--- src/sv/dpd_pkg.sv ---
// Shared types, constants and register codes for the double pulse detector.
package dpd_pkg;

    localparam int NUM_CHANNELS_DEF = 4;

    localparam int CH_W        = 2;
    localparam int TIME_W      = 32;
    localparam int LIM_W       = 16;
    localparam int GLITCH_W    = 8;
    localparam int PHASE_W     = 3;
    localparam int CFG_IDX_W   = 3;
    localparam int CFG_DATA_W  = 16;
    localparam int IN_TDATA_W  = 40;
    localparam int OUT_TDATA_W = 40;

    localparam logic [PHASE_W-1:0] PH_IDLE   = 3'd0;
    localparam logic [PHASE_W-1:0] PH_FIRST  = 3'd1;
    localparam logic [PHASE_W-1:0] PH_HELD   = 3'd2;
    localparam logic [PHASE_W-1:0] PH_PAUSE  = 3'd3;
    localparam logic [PHASE_W-1:0] PH_SECOND = 3'd4;

    localparam logic [CFG_IDX_W-1:0] REG_FIRST_MIN    = 3'd0;
    localparam logic [CFG_IDX_W-1:0] REG_SECOND_MIN   = 3'd1;
    localparam logic [CFG_IDX_W-1:0] REG_PAUSE_MIN    = 3'd2;
    localparam logic [CFG_IDX_W-1:0] REG_PAUSE_MAX    = 3'd3;
    localparam logic [CFG_IDX_W-1:0] REG_TIMEOUT      = 3'd4;
    localparam logic [CFG_IDX_W-1:0] REG_GLITCH_LIMIT = 3'd5;

    localparam logic [LIM_W-1:0]    FIRST_MIN_RST    = 16'd40;
    localparam logic [LIM_W-1:0]    SECOND_MIN_RST   = 16'd50;
    localparam logic [LIM_W-1:0]    PAUSE_MIN_RST    = 16'd50;
    localparam logic [LIM_W-1:0]    PAUSE_MAX_RST    = 16'd1500;
    localparam logic [LIM_W-1:0]    TIMEOUT_RST      = 16'd1000;
    localparam logic [GLITCH_W-1:0] GLITCH_LIMIT_RST = 8'd20;

    localparam logic [GLITCH_W-1:0] GLITCH_MAX = 8'hFF;

    typedef struct packed {
        logic [PHASE_W-1:0]  phase;
        logic [TIME_W-1:0]   timer;
        logic [TIME_W-1:0]   pause_start;
        logic [GLITCH_W-1:0] glitch;
    } chan_state_t;

    typedef struct packed {
        logic [LIM_W-1:0]    first_min;
        logic [LIM_W-1:0]    second_min;
        logic [LIM_W-1:0]    pause_min;
        logic [LIM_W-1:0]    pause_max;
        logic [LIM_W-1:0]    timeout;
        logic [GLITCH_W-1:0] glitch_limit;
    } cfg_t;

    typedef struct packed {
        logic first_ok;
        logic double_ok;
    } step_flags_t;

endpackage

--- src/sv/dpd_state_mem.sv ---
// Per-channel state memory with registered read and write-to-read forwarding.
module dpd_state_mem #(
    parameter int NUM_CHANNELS = dpd_pkg::NUM_CHANNELS_DEF,
    localparam int ADDR_W = (NUM_CHANNELS > 1) ? $clog2(NUM_CHANNELS) : 1
) (
    input  logic                  clk,
    input  logic                  rst_n,
    input  logic                  rd_en,
    input  logic [ADDR_W-1:0]     rd_addr,
    input  logic                  wr_en,
    input  logic [ADDR_W-1:0]     wr_addr,
    input  dpd_pkg::chan_state_t  wr_data,
    output dpd_pkg::chan_state_t  rd_data
);

    dpd_pkg::chan_state_t mem [NUM_CHANNELS];
    dpd_pkg::chan_state_t rdata_reg;
    dpd_pkg::chan_state_t fwd_data_reg;
    logic [ADDR_W-1:0]     rd_addr_reg;
    logic [ADDR_W-1:0]     fwd_addr_reg;
    logic                  fwd_valid_reg;
    logic                  rvld_reg;
    logic [NUM_CHANNELS-1:0] vld_reg;

    always_ff @(posedge clk)
    begin
        if (wr_en)
        begin
            mem[wr_addr] <= wr_data;
        end
        if (rd_en)
        begin
            rdata_reg <= mem[rd_addr];
        end
    end

    always_ff @(posedge clk or negedge rst_n)
    begin
        if (!rst_n)
        begin
            vld_reg       <= '0;
            rvld_reg      <= 1'b0;
            fwd_valid_reg <= 1'b0;
            rd_addr_reg   <= '0;
            fwd_addr_reg  <= '0;
        end
        else
        begin
            if (rd_en)
            begin
                rvld_reg    <= vld_reg[rd_addr];
                rd_addr_reg <= rd_addr;
            end
            if (wr_en)
            begin
                vld_reg[wr_addr] <= 1'b1;
                fwd_valid_reg    <= 1'b1;
                fwd_addr_reg     <= wr_addr;
            end
        end
    end

    always_ff @(posedge clk)
    begin
        if (wr_en)
        begin
            fwd_data_reg <= wr_data;
        end
    end

    // last write always matches memory contents, so it may override a stale read
    always_comb
    begin
        if (fwd_valid_reg && (fwd_addr_reg == rd_addr_reg))
        begin
            rd_data = fwd_data_reg;
        end
        else if (rvld_reg)
        begin
            rd_data = rdata_reg;
        end
        else
        begin
            rd_data = '0;
        end
    end

endmodule

--- src/sv/dpd_step.sv ---
// Next-state logic of one channel detector for one sample.
module dpd_step (
    input  dpd_pkg::chan_state_t              cur,
    input  logic                              hi,
    input  logic [dpd_pkg::TIME_W-1:0]        now,
    input  dpd_pkg::cfg_t                     cfg,
    input  logic [dpd_pkg::TIME_W-1:0]        marker_in,
    output dpd_pkg::chan_state_t              nxt,
    output dpd_pkg::step_flags_t              flags,
    output logic [dpd_pkg::TIME_W-1:0]        marker_out
);

    localparam logic [1:0] TSRC_CUR  = 2'd0;
    localparam logic [1:0] TSRC_NOW  = 2'd1;
    localparam logic [1:0] TSRC_ZERO = 2'd2;

    logic [dpd_pkg::PHASE_W-1:0]  ph;
    logic [dpd_pkg::TIME_W-1:0]   timer;
    logic [1:0]                   tsrc;
    logic [dpd_pkg::TIME_W-1:0]   pstart;
    logic                         pstart_now;
    logic [dpd_pkg::GLITCH_W-1:0] glitch;
    logic [dpd_pkg::TIME_W-1:0]   el_cur;
    logic [dpd_pkg::TIME_W-1:0]   el_hold_cur;
    logic                         gt_timeout_cur;
    logic                         gt_timeout_zero;
    logic                         gt_first_cur;
    logic                         gt_first_zero;
    logic                         gt_pause_cur;
    logic                         gt_pause_zero;
    logic                         gt_second_cur;
    logic                         gt_second_zero;
    logic                         hold_cur;
    logic                         hold_now;
    logic                         first_ok;
    logic                         double_ok;

    // timer is always the stored value, now or zero, so all compares run in parallel
    assign el_cur          = now - cur.timer;
    assign el_hold_cur     = now - cur.pause_start;
    assign gt_timeout_cur  = el_cur > dpd_pkg::TIME_W'(cfg.timeout);
    assign gt_timeout_zero = now > dpd_pkg::TIME_W'(cfg.timeout);
    assign gt_first_cur    = el_cur > dpd_pkg::TIME_W'(cfg.first_min);
    assign gt_first_zero   = now > dpd_pkg::TIME_W'(cfg.first_min);
    assign gt_pause_cur    = el_cur > dpd_pkg::TIME_W'(cfg.pause_min);
    assign gt_pause_zero   = now > dpd_pkg::TIME_W'(cfg.pause_min);
    assign gt_second_cur   = el_cur > dpd_pkg::TIME_W'(cfg.second_min);
    assign gt_second_zero  = now > dpd_pkg::TIME_W'(cfg.second_min);
    assign hold_cur        = el_hold_cur < dpd_pkg::TIME_W'(cfg.pause_max);
    assign hold_now        = cfg.pause_max != '0;

    function automatic logic past_limit(input logic [1:0] src, input logic gt_cur,
                                        input logic gt_zero);
        logic res;
        case (src)
            TSRC_CUR:  res = gt_cur;
            TSRC_ZERO: res = gt_zero;
            default:   res = 1'b0;
        endcase
        return res;
    endfunction

    always_comb
    begin
        ph         = cur.phase;
        timer      = cur.timer;
        tsrc       = TSRC_CUR;
        pstart     = cur.pause_start;
        pstart_now = 1'b0;
        glitch     = cur.glitch;
        first_ok   = 1'b0;
        double_ok  = 1'b0;

        if (hi && ph == dpd_pkg::PH_IDLE)
        begin
            timer  = now;
            tsrc   = TSRC_NOW;
            ph     = dpd_pkg::PH_FIRST;
            glitch = '0;
        end

        if (past_limit(tsrc, gt_timeout_cur, gt_timeout_zero))
        begin
            timer  = '0;
            tsrc   = TSRC_ZERO;
            ph     = dpd_pkg::PH_IDLE;
            glitch = '0;
        end

        if ((ph == dpd_pkg::PH_FIRST || ph == dpd_pkg::PH_SECOND) && !hi
            && glitch != dpd_pkg::GLITCH_MAX)
        begin
            glitch = glitch + 8'd1;
        end

        if (hi && ph == dpd_pkg::PH_FIRST && past_limit(tsrc, gt_first_cur, gt_first_zero)
            && glitch < cfg.glitch_limit)
        begin
            ph       = dpd_pkg::PH_HELD;
            glitch   = '0;
            timer    = now;
            tsrc     = TSRC_NOW;
            first_ok = 1'b1;
        end

        if (hi && ph == dpd_pkg::PH_HELD)
        begin
            timer = now;
            tsrc  = TSRC_NOW;
        end

        if (!hi && ph == dpd_pkg::PH_HELD && past_limit(tsrc, gt_pause_cur, gt_pause_zero))
        begin
            ph         = dpd_pkg::PH_PAUSE;
            timer      = now;
            tsrc       = TSRC_NOW;
            pstart     = now;
            pstart_now = 1'b1;
        end

        if (!hi && ph == dpd_pkg::PH_PAUSE && (pstart_now ? hold_now : hold_cur))
        begin
            timer = now;
            tsrc  = TSRC_NOW;
        end

        if (hi && ph == dpd_pkg::PH_PAUSE)
        begin
            timer  = now;
            tsrc   = TSRC_NOW;
            ph     = dpd_pkg::PH_SECOND;
            glitch = '0;
        end

        if (hi && ph == dpd_pkg::PH_SECOND && past_limit(tsrc, gt_second_cur, gt_second_zero)
            && glitch < cfg.glitch_limit)
        begin
            glitch    = '0;
            timer     = '0;
            ph        = dpd_pkg::PH_IDLE;
            double_ok = 1'b1;
        end
    end

    assign nxt.phase       = ph;
    assign nxt.timer       = timer;
    assign nxt.pause_start = pstart;
    assign nxt.glitch      = glitch;
    assign flags.first_ok  = first_ok;
    assign flags.double_ok = double_ok;
    assign marker_out      = first_ok ? now : marker_in;

endmodule

--- src/sv/double_pulse_detector.sv ---
// Top level: sample stream in, per-channel detector state memory, result stream out.
//
//  channel   | dir | handshake                    | payload
//  ----------+-----+------------------------------+------------------------------------------
//  s_axis    | in  | s_axis_tvalid/s_axis_tready  | channel, sample, now_ms
//  m_axis    | out | m_axis_tvalid/m_axis_tready  | out_channel, flags, marker_ms, phase
//  cfg       | in  | cfg_valid/cfg_ready          | cfg_index, cfg_data
//
//  One sample per cycle sustained while the output is not stalled; an input transaction
//  passes the memory read stage, then update/writeback into the output register.
//  Back-to-back samples on the same channel use the writeback forwarding path.
//  Reset clears all channel state at once through per-entry valid bits; no sweep.
//  A stalled output holds the update stage; input stalls only when both stages are full.
module double_pulse_detector #(
    parameter int NUM_CHANNELS = dpd_pkg::NUM_CHANNELS_DEF
) (
    input  logic                               clk,
    input  logic                               rst_n,
    input  logic                               s_axis_tvalid,
    output logic                               s_axis_tready,
    // [1:0] channel, [2] sample, [34:3] now_ms, [39:35] zero
    input  logic [dpd_pkg::IN_TDATA_W-1:0]     s_axis_tdata,
    output logic                               m_axis_tvalid,
    input  logic                               m_axis_tready,
    // [1:0] out_channel, [2] first_confirmed, [3] double_detected,
    // [35:4] marker_ms, [38:36] phase, [39] zero
    output logic [dpd_pkg::OUT_TDATA_W-1:0]    m_axis_tdata,
    input  logic                               cfg_valid,
    output logic                               cfg_ready,
    input  logic [dpd_pkg::CFG_IDX_W-1:0]      cfg_index,
    input  logic [dpd_pkg::CFG_DATA_W-1:0]     cfg_data
);

    localparam int ADDR_W = (NUM_CHANNELS > 1) ? $clog2(NUM_CHANNELS) : 1;
    localparam int EXT_W  = ADDR_W + dpd_pkg::CH_W;

    dpd_pkg::cfg_t                     cfg_reg;
    logic [dpd_pkg::CH_W-1:0]          in_ch;
    logic                              in_hi;
    logic [dpd_pkg::TIME_W-1:0]        in_now;
    logic [EXT_W-1:0]                  in_ch_ext;
    logic [ADDR_W-1:0]                 in_addr;
    logic                              in_range;
    logic                              accept;

    logic                              s1_valid_reg;
    logic [dpd_pkg::CH_W-1:0]          s1_ch_reg;
    logic                              s1_hi_reg;
    logic [dpd_pkg::TIME_W-1:0]        s1_now_reg;
    logic [ADDR_W-1:0]                 s1_addr_reg;
    logic                              s1_range_reg;
    logic                              s1_adv;

    dpd_pkg::chan_state_t              cur_state;
    dpd_pkg::chan_state_t              nxt_state;
    dpd_pkg::step_flags_t              flags;
    logic [dpd_pkg::TIME_W-1:0]        marker_reg;
    logic [dpd_pkg::TIME_W-1:0]        marker_next;

    logic                              out_valid_reg;
    logic [dpd_pkg::CH_W-1:0]          out_ch_reg;
    logic                              out_first_reg;
    logic                              out_double_reg;
    logic [dpd_pkg::TIME_W-1:0]        out_marker_reg;
    logic [dpd_pkg::PHASE_W-1:0]       out_phase_reg;

    assign in_ch     = s_axis_tdata[1:0];
    assign in_hi     = s_axis_tdata[2];
    assign in_now    = s_axis_tdata[34:3];
    assign in_ch_ext = EXT_W'(in_ch);
    assign in_addr   = in_ch_ext[ADDR_W-1:0];
    assign in_range  = in_ch_ext < EXT_W'(NUM_CHANNELS);

    assign s1_adv        = s1_valid_reg && (!out_valid_reg || m_axis_tready);
    assign s_axis_tready = !s1_valid_reg || s1_adv;
    assign accept        = s_axis_tvalid && s_axis_tready;
    assign cfg_ready     = 1'b1;

    always_ff @(posedge clk or negedge rst_n)
    begin
        if (!rst_n)
        begin
            cfg_reg.first_min    <= dpd_pkg::FIRST_MIN_RST;
            cfg_reg.second_min   <= dpd_pkg::SECOND_MIN_RST;
            cfg_reg.pause_min    <= dpd_pkg::PAUSE_MIN_RST;
            cfg_reg.pause_max    <= dpd_pkg::PAUSE_MAX_RST;
            cfg_reg.timeout      <= dpd_pkg::TIMEOUT_RST;
            cfg_reg.glitch_limit <= dpd_pkg::GLITCH_LIMIT_RST;
        end
        else if (cfg_valid)
        begin
            unique case (cfg_index)
                dpd_pkg::REG_FIRST_MIN:    cfg_reg.first_min    <= cfg_data;
                dpd_pkg::REG_SECOND_MIN:   cfg_reg.second_min   <= cfg_data;
                dpd_pkg::REG_PAUSE_MIN:    cfg_reg.pause_min    <= cfg_data;
                dpd_pkg::REG_PAUSE_MAX:    cfg_reg.pause_max    <= cfg_data;
                dpd_pkg::REG_TIMEOUT:      cfg_reg.timeout      <= cfg_data;
                dpd_pkg::REG_GLITCH_LIMIT: cfg_reg.glitch_limit <= cfg_data[dpd_pkg::GLITCH_W-1:0];
                default:                   ;
            endcase
        end
    end

    dpd_state_mem #(
        .NUM_CHANNELS (NUM_CHANNELS)
    ) u_mem (
        .clk     (clk),
        .rst_n   (rst_n),
        .rd_en   (accept && in_range),
        .rd_addr (in_addr),
        .wr_en   (s1_adv && s1_range_reg),
        .wr_addr (s1_addr_reg),
        .wr_data (nxt_state),
        .rd_data (cur_state)
    );

    dpd_step u_step (
        .cur        (cur_state),
        .hi         (s1_hi_reg),
        .now        (s1_now_reg),
        .cfg        (cfg_reg),
        .marker_in  (marker_reg),
        .nxt        (nxt_state),
        .flags      (flags),
        .marker_out (marker_next)
    );

    always_ff @(posedge clk or negedge rst_n)
    begin
        if (!rst_n)
        begin
            s1_valid_reg  <= 1'b0;
            out_valid_reg <= 1'b0;
            marker_reg    <= '0;
        end
        else
        begin
            if (accept)
            begin
                s1_valid_reg <= 1'b1;
            end
            else if (s1_adv)
            begin
                s1_valid_reg <= 1'b0;
            end

            if (s1_adv)
            begin
                out_valid_reg <= 1'b1;
            end
            else if (m_axis_tready)
            begin
                out_valid_reg <= 1'b0;
            end

            if (s1_adv && s1_range_reg)
            begin
                marker_reg <= marker_next;
            end
        end
    end

    always_ff @(posedge clk)
    begin
        if (accept)
        begin
            s1_ch_reg    <= in_ch;
            s1_hi_reg    <= in_hi;
            s1_now_reg   <= in_now;
            s1_addr_reg  <= in_addr;
            s1_range_reg <= in_range;
        end
        if (s1_adv)
        begin
            out_ch_reg     <= s1_ch_reg;
            out_first_reg  <= s1_range_reg && flags.first_ok;
            out_double_reg <= s1_range_reg && flags.double_ok;
            out_marker_reg <= s1_range_reg ? marker_next : marker_reg;
            out_phase_reg  <= s1_range_reg ? nxt_state.phase : dpd_pkg::PH_IDLE;
        end
    end

    assign m_axis_tvalid = out_valid_reg;
    assign m_axis_tdata  = {1'b0, out_phase_reg, out_marker_reg,
                            out_double_reg, out_first_reg, out_ch_reg};

    a_flags_exclusive: assert property (@(posedge clk) disable iff (!rst_n)
        out_valid_reg |-> !(out_first_reg && out_double_reg))
        else $error("first and double flagged together");

    a_double_idle: assert property (@(posedge clk) disable iff (!rst_n)
        (out_valid_reg && out_double_reg) |-> (out_phase_reg == dpd_pkg::PH_IDLE))
        else $error("double detection left channel busy");

    a_first_held: assert property (@(posedge clk) disable iff (!rst_n)
        (out_valid_reg && out_first_reg) |-> (out_phase_reg == dpd_pkg::PH_HELD))
        else $error("first confirmation not in held phase");

    a_marker_update: assert property (@(posedge clk) disable iff (!rst_n)
        (s1_adv && s1_range_reg && flags.first_ok) |=> (marker_reg == $past(s1_now_reg)))
        else $error("marker not set to confirmation time");

endmodule

--- config.mk ---
export PLATFORM = sky130hd
export DESIGN_NAME = double_pulse_detector
export DESIGN_NICKNAME = d
export VERILOG_FILES = /design/src/sv/dpd_pkg.sv /design/src/sv/dpd_state_mem.sv /design/src/sv/dpd_step.sv /design/src/sv/double_pulse_detector.sv
export SDC_FILE = /design/constraint.sdc
export NUM_CORES = 1
export LEC_CHECK = 0
export BUFFER_PORTS_ARGS = -buffer_cell sky130_fd_sc_hd__buf_2
export CAP_MARGIN = 20
export CORE_UTILIZATION = 26
export CTS_CLUSTER_SIZE = 40
export DETAILED_ROUTE_END_ITERATION = 10
export PLACE_DENSITY = 0.46
export SLEW_MARGIN = 0
export SYNTH_ARGS = -nofsm -noshare
export SYNTH_HDL_FRONTEND = slang
export SYNTH_HIERARCHICAL = 1
export SYNTH_SLANG_ARGS = --single-unit
--- constraint.sdc ---
create_clock -name clk -period 10.7 [get_ports clk]
set_clock_uncertainty 0.2 [all_clocks]
set_input_delay 2.14 -clock clk [delete_from_list [all_inputs] [get_ports clk]]
set_output_delay 2.14 -clock clk [all_outputs]
set_load 0.05 [all_outputs]
=== Word level (Yosys, flattened, before mapping) ===
Memories as Yosys holds them, arrays and structs flattened. A register that Yosys moved wholly into a read port is not among the register bits.
Cells that the tools add are included.

* Bits in read-only memories: 0
* Flip-flop bits (word level): 282
* Word-level logic and storage cells: 157
* Output and inout bits: 43
* Memory bits (writable): 300
* Latch bits: 0
* Memories: 1

* Shift operators: 0
* Add/sub/neg operators: 3
* $lt $le $gt $ge: 15
* Muxes and demuxes: 50
* Reduce and logical (&&, ||, !) cells: 44
* Bitwise logic cells: 1
* Divide/modulo/power cells: 0
* Multipliers: 0
* Equal/unequal tests: 16

{| class="wikitable"
|+ Memories
! name !! words !! bits a word !! rd ports !! clocked after memory_dff !! write ports !! RTL line !! text
|-
| u_mem.mem || 4 || 75 || 1 || 1 || 1 || dpd_state_mem.sv:16 || <nowiki>dpd_pkg::chan_state_t mem [NUM_CHANNELS];</nowiki>
|}

{| class="wikitable"
|+ Operator list
! kind !! count
|-
| 32-bit two-way mux || 11
|-
| 32-bit by 16-bit > comparator with 1-bit output || 8
|-
| 75-bit two-way mux || 2
|-
| 32-bit subtractor || 2
|-
| 8-bit two-way mux || 6
|-
| 32-bit by 16-bit less-than comparator with 1-bit output || 1
|-
| 1-bit logical AND || 23
|-
| 3-bit two-way mux || 6
|-
| 8-bit less-than comparator || 2
|-
| 16-bit nonzero test || 1
|-
| 1-bit two-way mux || 13
|-
| 3-bit by 2-bit equality test with 1-bit output, second input constant || 4
|-
| 3-bit equality test, second input constant || 4
|-
| 2-bit two-way mux || 6
|-
| 2-bit AND reduction || 6
|-
| 2-bit by 3-bit less-than comparator with 1-bit output, second input constant || 3
|-
| 8-bit by 1-bit adder with 8-bit output, second input constant || 1
|-
| 2-bit zero test || 4
|-
| 8-bit inequality test, second input constant || 1
|-
| 1-bit one-hot mux with 2 select lines || 4
|-
| 2-bit equality test, second input constant || 3
|-
| 3-bit by 1-bit equality test with 1-bit output, second input constant || 2
|-
| 3-bit zero test || 2
|-
| 4-bit OR || 1
|-
| 8 further kinds || 13
|}

=== Logic depth before layout (Yosys ltp) ===
Gate-level depths: netlist of the first run.

* Depth after elaboration: 35
* Gate-level depth with buffers: 55
* Depth with buffers taken out: 50

=== Hierarchy ===
Netlist of the first run, hierarchy kept.

{| class="wikitable"
|+ By module, submodules not included
! module !! area each (µm²) !! cells each !! instances
|-
| dpd_state_mem || 17192.7 || 814 || 1
|-
| dpd_step || 8082.8 || 1150 || 1
|-
| double_pulse_detector || 6960.4 || 348 || 1
|}

=== Worst setup path after synthesis of the first run ===
OpenSTA, ideal clock, no wires.

* Kind: in2reg
* From: input port m_axis_tready
* To: register u_mem.vld_reg[0]
* Path buffers: 1
* Path slack: -535 ps
* Stages: 6
* Setup time: 99 ps
* Arrival: 10936 ps
* Path through: nand2b_1 nand2_1 buf_2 inv_1 nor3b_1 or2_2

* Word-level cells in the longest chain between the ends: 3

{| class="wikitable"
|+ Ends and longest elaborated chain
! element !! RTL line !! text
|-
| start: declaration || double_pulse_detector.sv:24 || <nowiki>input logic m_axis_tready,</nowiki>
|-
| 1-bit logical OR || double_pulse_detector.sv:74 || <nowiki>assign s1_adv = s1_valid_reg && (!out_valid_reg || m_axis_tready);</nowiki>
|-
| 1-bit logical AND || double_pulse_detector.sv:74 ||
|-
| net s1_adv || double_pulse_detector.sv:52 || <nowiki>logic s1_adv;</nowiki>
|-
| 1-bit logical AND || double_pulse_detector.sv:111 || <nowiki>.wr_en (s1_adv && s1_range_reg),</nowiki>
|-
| end signal: assignment || dpd_state_mem.sv:41 || <nowiki>vld_reg <= '0;</nowiki>
|-
| end signal: indexed assignment || dpd_state_mem.sv:56 || <nowiki>vld_reg[wr_addr] <= 1'b1;</nowiki>
|-
| end: declaration || dpd_state_mem.sv:23 || <nowiki>logic [NUM_CHANNELS-1:0] vld_reg;</nowiki>
|}

The timed path passes the listed nets, and every way through them passes these cells.
A chain may end at the register's enable or synchronous reset.

==> flow_metrics.tcl, run 1 <==
set metrics [dict create \
    timing.rr.end "u_mem/fwd_data_reg[67]$_DFFE_PP_" \
    crit_path_end_kind "flop" \
    ys_types 87 \
    cp_max_fo 7 \
    ys_seq_area_share_pct 59.1 \
    avgRoutedWirePerCell_um 20.4 \
    timing.critical_path.from "u_mem/fwd_addr_reg[1]$_DFFE_PN0P_" \
    worstSetupStartpointType "flop" \
    avgSynthCellArea_um2 13.9 \
    cpMaxStageDelayCell "or4b_4" \
    slew_headroom_pct 32.7 \
    power_leakage_nw 15.8 \
    ir_worst_vdd_mv 0.126 \
    cts-hold-fix-buffers 0 \
    ff_latch_area_um2 19100 \
    holdCritStartpoint "u_mem/vld_reg[2]$_DFFE_PN0P_" \
    cts_buffers 77 \
    cts_tree "yes" \
    hold_violations 0 \
    design.die.area_um2 125000 \
    synth_top_area_cell "edfxtp_1" \
    slew_viol_final 0 \
    place_congestion 0.882 \
    clock_latency_ps 640 \
    clk_pin_slew_ps 60 \
    dr.first_iter.drc_count 1400 \
    path_class "flop to flop" \
    die_h_um 354 \
    yosysMostFrequentCell "edfxtp_1" \
    grt_max_degree 92 \
    portBuffers 99 \
    grt_use_total_pct 13.8 \
    ys.flop_type "edfxtp_1" \
    status "completed" \
    multi_input_area_um2 12400 \
    ys_warn_count 6 \
    synthesis.nets 2534 \
    ctsRootBufferMaster "clkbuf_16" \
    ys_ff_latch 656 \
    finish.net_count 2807 \
    rsz0062_at_grt "true" \
    grt_overflow_total 0 \
    grt_pass1_vias 21000 \
    critical-path-max-stage-delay_ps 600 \
    cpMostUsedCell "nor2_2" \
    nFillCells 12200 \
    antenna_cells 0 \
    start_util_pct 26.3 \
    ant_nets 0 \
    holdPathEnd "u_mem/vld_reg[2]$_DFFE_PN0P_" \
    finalNonFillerCells 4275 \
    cts_buffer_depth 3 \
    yosys-top-cells-area "edfxtp_1 49%, dfrtp_1 8.5%, ha_1 6.1%, mux4_2 5.3%, mux2_2 3.5%" \
    ios 107 \
    dp_slack_ps -941 \
    drive_gt1_share_pct 28.9 \
    r2r_start "u_mem/fwd_addr_reg[1]$_DFFE_PN0P_" \
    vias_per_cell 4.67 \
    synth_top_area_share_pct 48.8 \
    crit_family "simple AND/OR/NAND/NOR gates" \
    vias 19900 \
    async_flop_share_pct 20.1 \
    max_slew.worst_pin.slew_ps 1010 \
    timing.final.crit_period_ps 10700 \
    num_rows 128 \
    cts_sinks 656 \
    syn_inst 2312 \
    maxCapViolCount 0 \
    cts_max_level 3 \
    required_ps 10870 \
    worst-path-buf-inv 5 \
    dp_hpwl_mm 57.6 \
    synth_common_cells "524 x edfxtp_1, 273 x inv_1, 156 x ha_1, 148 x nand2_1, 109 x dfrtp_1" \
    drc 0 \
    synth-edff-count 524 \
    firstDrtPassIters 5 \
    die_x_um 354 \
    whs_ps 268 \
    holdPathStages 1 \
    netlist_area_um2 32200 \
    largest_reg_flops 300 \
    cp.arrival_ps 10870 \
    drt_wl_total_mm 87.3 \
    power.density_nw_per_um2 218 \
    core_area_um2 122000 \
    reg2reg_depth 52 \
    fin_util_pct 32.0 \
    worst_slack_ps 0.844 \
    hold_path_class "flop to flop" \
    timing.fmax_mhz 93.5 \
    grt_first_pass_wirelength_mm 131 \
    grt_antenna_before_repair 1 \
    rrSetupSlack_ps 0.8 \
    final.period_utilization_pct 100 \
    dp.cells 4118 \
    setup_violations 0 \
    syn_to_final_growth_pct 21.3 \
]
[metrics by stage]
step,total power [mW],area (um2),setup TNS [ps]
finish,8.53,39100,0
global route,9.02,39100,-87500
CTS,8.53,38300,0
detailed placement,5.75,35500,-173400
global placement,5.70,35500,-124660
floorplan,4.81,32200,0
[routing by layer]
metal / GRT usage (%) / vias up / part of all wire, %
li1: - / 9167 / -
met1: 18.9 / 10200 / 46
met2: 22.5 / 429 / 47
met3: 1.78 / 137 / 3.9
met4: 4.59 / 0 / 2.6
met5: 0 / - / 0
[report_power, final]
group | internal, mW | total (mW) | switching, mW
Combinational | 1.12 | 2.71 | 1.59
Clock | 1.61 | 2.68 | 1.07
Sequential | 3.06 | 3.15 | 0.0909
[cells in the final DEF (no fill, tap or decap), drive strengths merged, types with 5 or more instances in the layout]
cell type  synthesis  routed
dfstp             23      23
ha               156     156
or3               10      10
clkbuf            20     104
o2bb2ai           34      34
a21o              22      22
nand2            148     148
mux4              76      76
bufinv             0       7
o211ai            15      15
xnor2             28      28
and2               8       8
nand2b            24      24
buf               59     272
o21a              19      19
nor2              73      73
a31o               5       5
nor2b             14      14
and3               9       9
nor3              34      34
o31ai              5       5
or2               10      10
xor2              18      18
clkinv             0      28
nand4             28      28
a21oi             93      93
a211oi            23      23
nand3             20      20
o21ai             61      61
nor4              13      13
a31oi             11      11
mux2             158     158
edfxtp           524     524
dfrtp            109     109
inv              273     276
mux2i            107     107
o21bai             7       7
[layout make-up]
cell class | instances | area share, %
sequential | 656 | 48.8
multi-input combinational | 1304 | 31.7
clock buffer | 103 | 5.60
tap | 1625 | 5.20
timing repair buffer | 273 | 5.04
inverter | 273 | 2.63
clock inverter | 41 | 1.05
[cells by family after synthesis]
kind of cell | after synthesis | share of synthesized area [%]
mux | 341 | 14.6
simple gates | 418 | 6.59
xor+xnor | 46 | 1.25
buf+inv | 352 | 5.10
compound gates | 339 | 7.12
fa+ha+maj | 158 | 6.18
other cells | 2 | 0.0233
flops | 656 | 59.1
[what timing repair did]
action,CTS,global route
buffers inserted,4,12
hold endpoints to repair,0,0
resized for setup,26,118
cloned,0,1
endpoints found under the setup margin,207,207
pin swaps,11,43
[worst max path at each step]
stage	endpoint	slack [ps]	depth (start not counted)
2_1_floorplan	u_mem/fwd_data_reg[0]$_DFFE_PP_	90	51
3_3_place_gp	u_mem/mem[0][47]$_DFFE_PP_	-660	50
3_5_place_dp	u_mem/mem[3][42]$_DFFE_PP_	-940	48
4_1_cts	u_mem/mem[2][5]$_DFFE_PP_	7	53
5_1_grt	u_mem/fwd_data_reg[67]$_DFFE_PP_	-500	54
6_report	u_mem/fwd_data_reg[67]$_DFFE_PP_	0.8	52
No activity file was read; power rests on OpenSTA's default activity.
==> run 2: changes to the inputs <==
--- a/config.mk
+++ b/config.mk
@@ -5,6 +5,7 @@
 export SDC_FILE = /design/constraint.sdc
 export NUM_CORES = 1
 export LEC_CHECK = 0
+export ABC_AREA = 1
 export BUFFER_PORTS_ARGS = -buffer_cell sky130_fd_sc_hd__buf_2
 export CAP_MARGIN = 20
 export CORE_UTILIZATION = 26
==> flow_metrics.tcl, run 2 <==
set metrics [dict create \
    synth-edff-count 524 \
    grt_use_total_pct 16.2 \
    synth_top_area_share_pct 44.8 \
    drc 12 \
    timing.critical_path.from "u_mem/fwd_addr_reg[1]$_DFFE_PN0P_" \
    final.period_utilization_pct 93.4 \
    ys_types 55 \
    yosysMostFrequentCell "nand2_1" \
    grt_antenna_before_repair 2 \
    max_slew.worst_pin.slew_ps 1050 \
    drive_gt1_share_pct 10.3 \
    cts_buffers 75 \
    cts_buffer_depth 3 \
    reg2reg_depth 62 \
    ys_ff_latch 656 \
    finish.net_count 4299 \
    crit_family "simple AND/OR/NAND/NOR gates" \
    drt_wl_total_mm 111 \
    timing.final.crit_period_ps 9990 \
    cp.arrival_ps 10180 \
    r2r_start "u_mem/fwd_addr_reg[1]$_DFFE_PN0P_" \
    slew_viol_final 0 \
    ir_worst_vdd_mv 0.109 \
    cpMostUsedCell "nand2_1" \
    cpMaxStageDelayCell "xor2_1" \
    grt_max_degree 89 \
    grt_pass1_vias 25700 \
    netlist_area_um2 35100 \
    dp_slack_ps 142 \
    start_util_pct 26.3 \
    syn_to_final_growth_pct 15.4 \
    maxCapViolCount 0 \
    worstSetupStartpointType "flop" \
    cts_max_level 3 \
    path_class "flop to flop" \
    vias_per_cell 4.59 \
    fin_setup_tns_ps 0 \
    hold_path_class "flop to flop" \
    num_rows 134 \
    largest_reg_flops 300 \
    clock_latency_ps 670 \
    crit_path_end_kind "flop" \
    portBuffers 99 \
    holdCritStartpoint "cfg_reg[44]$_DFFE_PN1P_" \
    final_cell_mix "1,175 x nand2_1, 529 x inv_1, 524 x edfxtp_1" \
    dr.first_iter.drc_count 2028 \
    grt_first_pass_wirelength_mm 166 \
    avgRoutedWirePerCell_um 19.0 \
    cts-hold-fix-buffers 0 \
    die_x_um 370 \
    ios 107 \
    critical-path-max-stage-delay_ps 760 \
    syn_inst 3902 \
    required_ps 10890 \
    place_congestion 0.940 \
    ys_warn_count 6 \
    power.density_nw_per_um2 220 \
    ys.flop_type "edfxtp_1" \
    ant_nets 0 \
    nFillCells 14200 \
    synthesis.nets 4172 \
    yosys-top-cells-area "edfxtp_1 45%, nand2_1 13%, dfrtp_1 7.8%, ha_1 7.3%, inv_1 5.7%" \
    cts_sinks 656 \
    hold_violations 0 \
    slew_headroom_pct 30.0 \
    timing.rr.end "u_mem/fwd_data_reg[70]$_DFFE_PP_" \
    vias 26900 \
    worst-path-buf-inv 8 \
    die_h_um 370 \
    async_flop_share_pct 20.1 \
    whs_ps 261 \
    final_common_cell "nand2_1" \
    design.die.area_um2 137000 \
    ys_seq_area_share_pct 54.3 \
    violations "design-rule violations" \
    avgSynthCellArea_um2 9.00 \
    core_area_um2 134000 \
    grt_overflow_total 0 \
    dp_hpwl_mm 73.3 \
    ctsRootBufferMaster "clkbuf_16" \
    power_leakage_nw 18.5 \
    synth_common_cells "1,180 x nand2_1, 531 x inv_1, 524 x edfxtp_1, 259 x nor2_1, 234 x nand3_1" \
    p_total_mw 8.93 \
    synth_top_area_cell "edfxtp_1" \
    firstDrtPassIters 9 \
    cts_tree "yes" \
    timing.fmax_mhz 100 \
    status "finished, violations left" \
    holdPathStages 2 \
    clk_pin_slew_ps 60 \
    setup_violations 0 \
    rrSetupSlack_ps 710 \
    holdPathEnd "cfg_reg[44]$_DFFE_PN1P_" \
    cp_max_fo 32 \
    worst_slack_ps 711 \
]
## run 2: cell types whose count changed after synthesis, sizes merged, moves of 158 or more
cell / delta
nor2: +206
nand2: +1047
o21ai: +170
nand3: +221
inv: +271
mux2: -158
## run 2: power breakdown
part / switching (mW) / total, mW / internal (mW)
sequential: 0.117 / 3.26 / 3.14
clock: 1.09 / 2.60 / 1.51
combinational: 2.09 / 3.07 / 0.977
total: 3.30 / 8.93 / 5.63
## run 2: kinds of logic (layout without fill, tap and decap cells)
kind of cell	count (synthesis)	count (layout)	synth area share (%)
AND/OR/NAND/NOR	1829	1830	21.7
XOR/XNOR	48	48	1.20
flip-flops	656	656	54.3
AO/OA/AOI/OAI	469	469	7.33
adder cells (fa/ha/maj)	206	206	7.38
buffers and inverters	692	881	8.09
other	2	3	0.0214
## run 2: worst max-delay path by stage
stage	end	slack [ps]	cells past startpoint
floorplan	u_mem/mem[0][0]$_DFFE_PP_	1280	8
global placement	u_mem/mem[3][46]$_DFFE_PP_	200	63
detailed placement	u_mem/mem[1][41]$_DFFE_PP_	140	63
CTS	u_mem/mem[2][70]$_DFFE_PP_	90	63
global route	u_mem/mem[0][40]$_DFFE_PP_	-20	70
finish	u_mem/fwd_data_reg[70]$_DFFE_PP_	710	62
## run 2: worst min-delay path: stages, from the launching register on
cell	delay [ps]
dfstp_2	360
nand2_1	50
nand2_1	40
## run 2: per-layer routing
layer	up-vias	track usage, %	routed length, um
li1	13100	-	-
met1	13100	22.2	51600
met2	591	26.3	51700
met3	114	3.04	6080
met4	0	3.45	2060
met5	-	0	0
## run 2: repair_timing
item,in CTS,in global routing
gates resized for setup,0,30
buffers inserted,0,17
setup endpoints to repair,0,207
## run 2: stage by stage
step | cells | utilization, % | area [um2]
after floorplan | 3902 | - | 35100
after global placement | 5701 | 28.2 | 37700
after detailed placement | 5701 | 28.2 | 37700
after CTS | 5841 | 30.0 | 40200
after global routing | 5860 | 30.3 | 40500
final | 5861 | 30.3 | 40500
## run 2: cell type report
cell class	count	area (um2)	area share [%]
flip-flops and latches	656	19100	47.1
multi-input cells	2555	13500	33.2
well taps	1768	2210	5.46
clock buffers	107	2110	5.21
inverters	548	2070	5.11
repair buffers	193	1250	3.08
clock inverters	33	359	0.886
diodes	1	2.50	0.00617
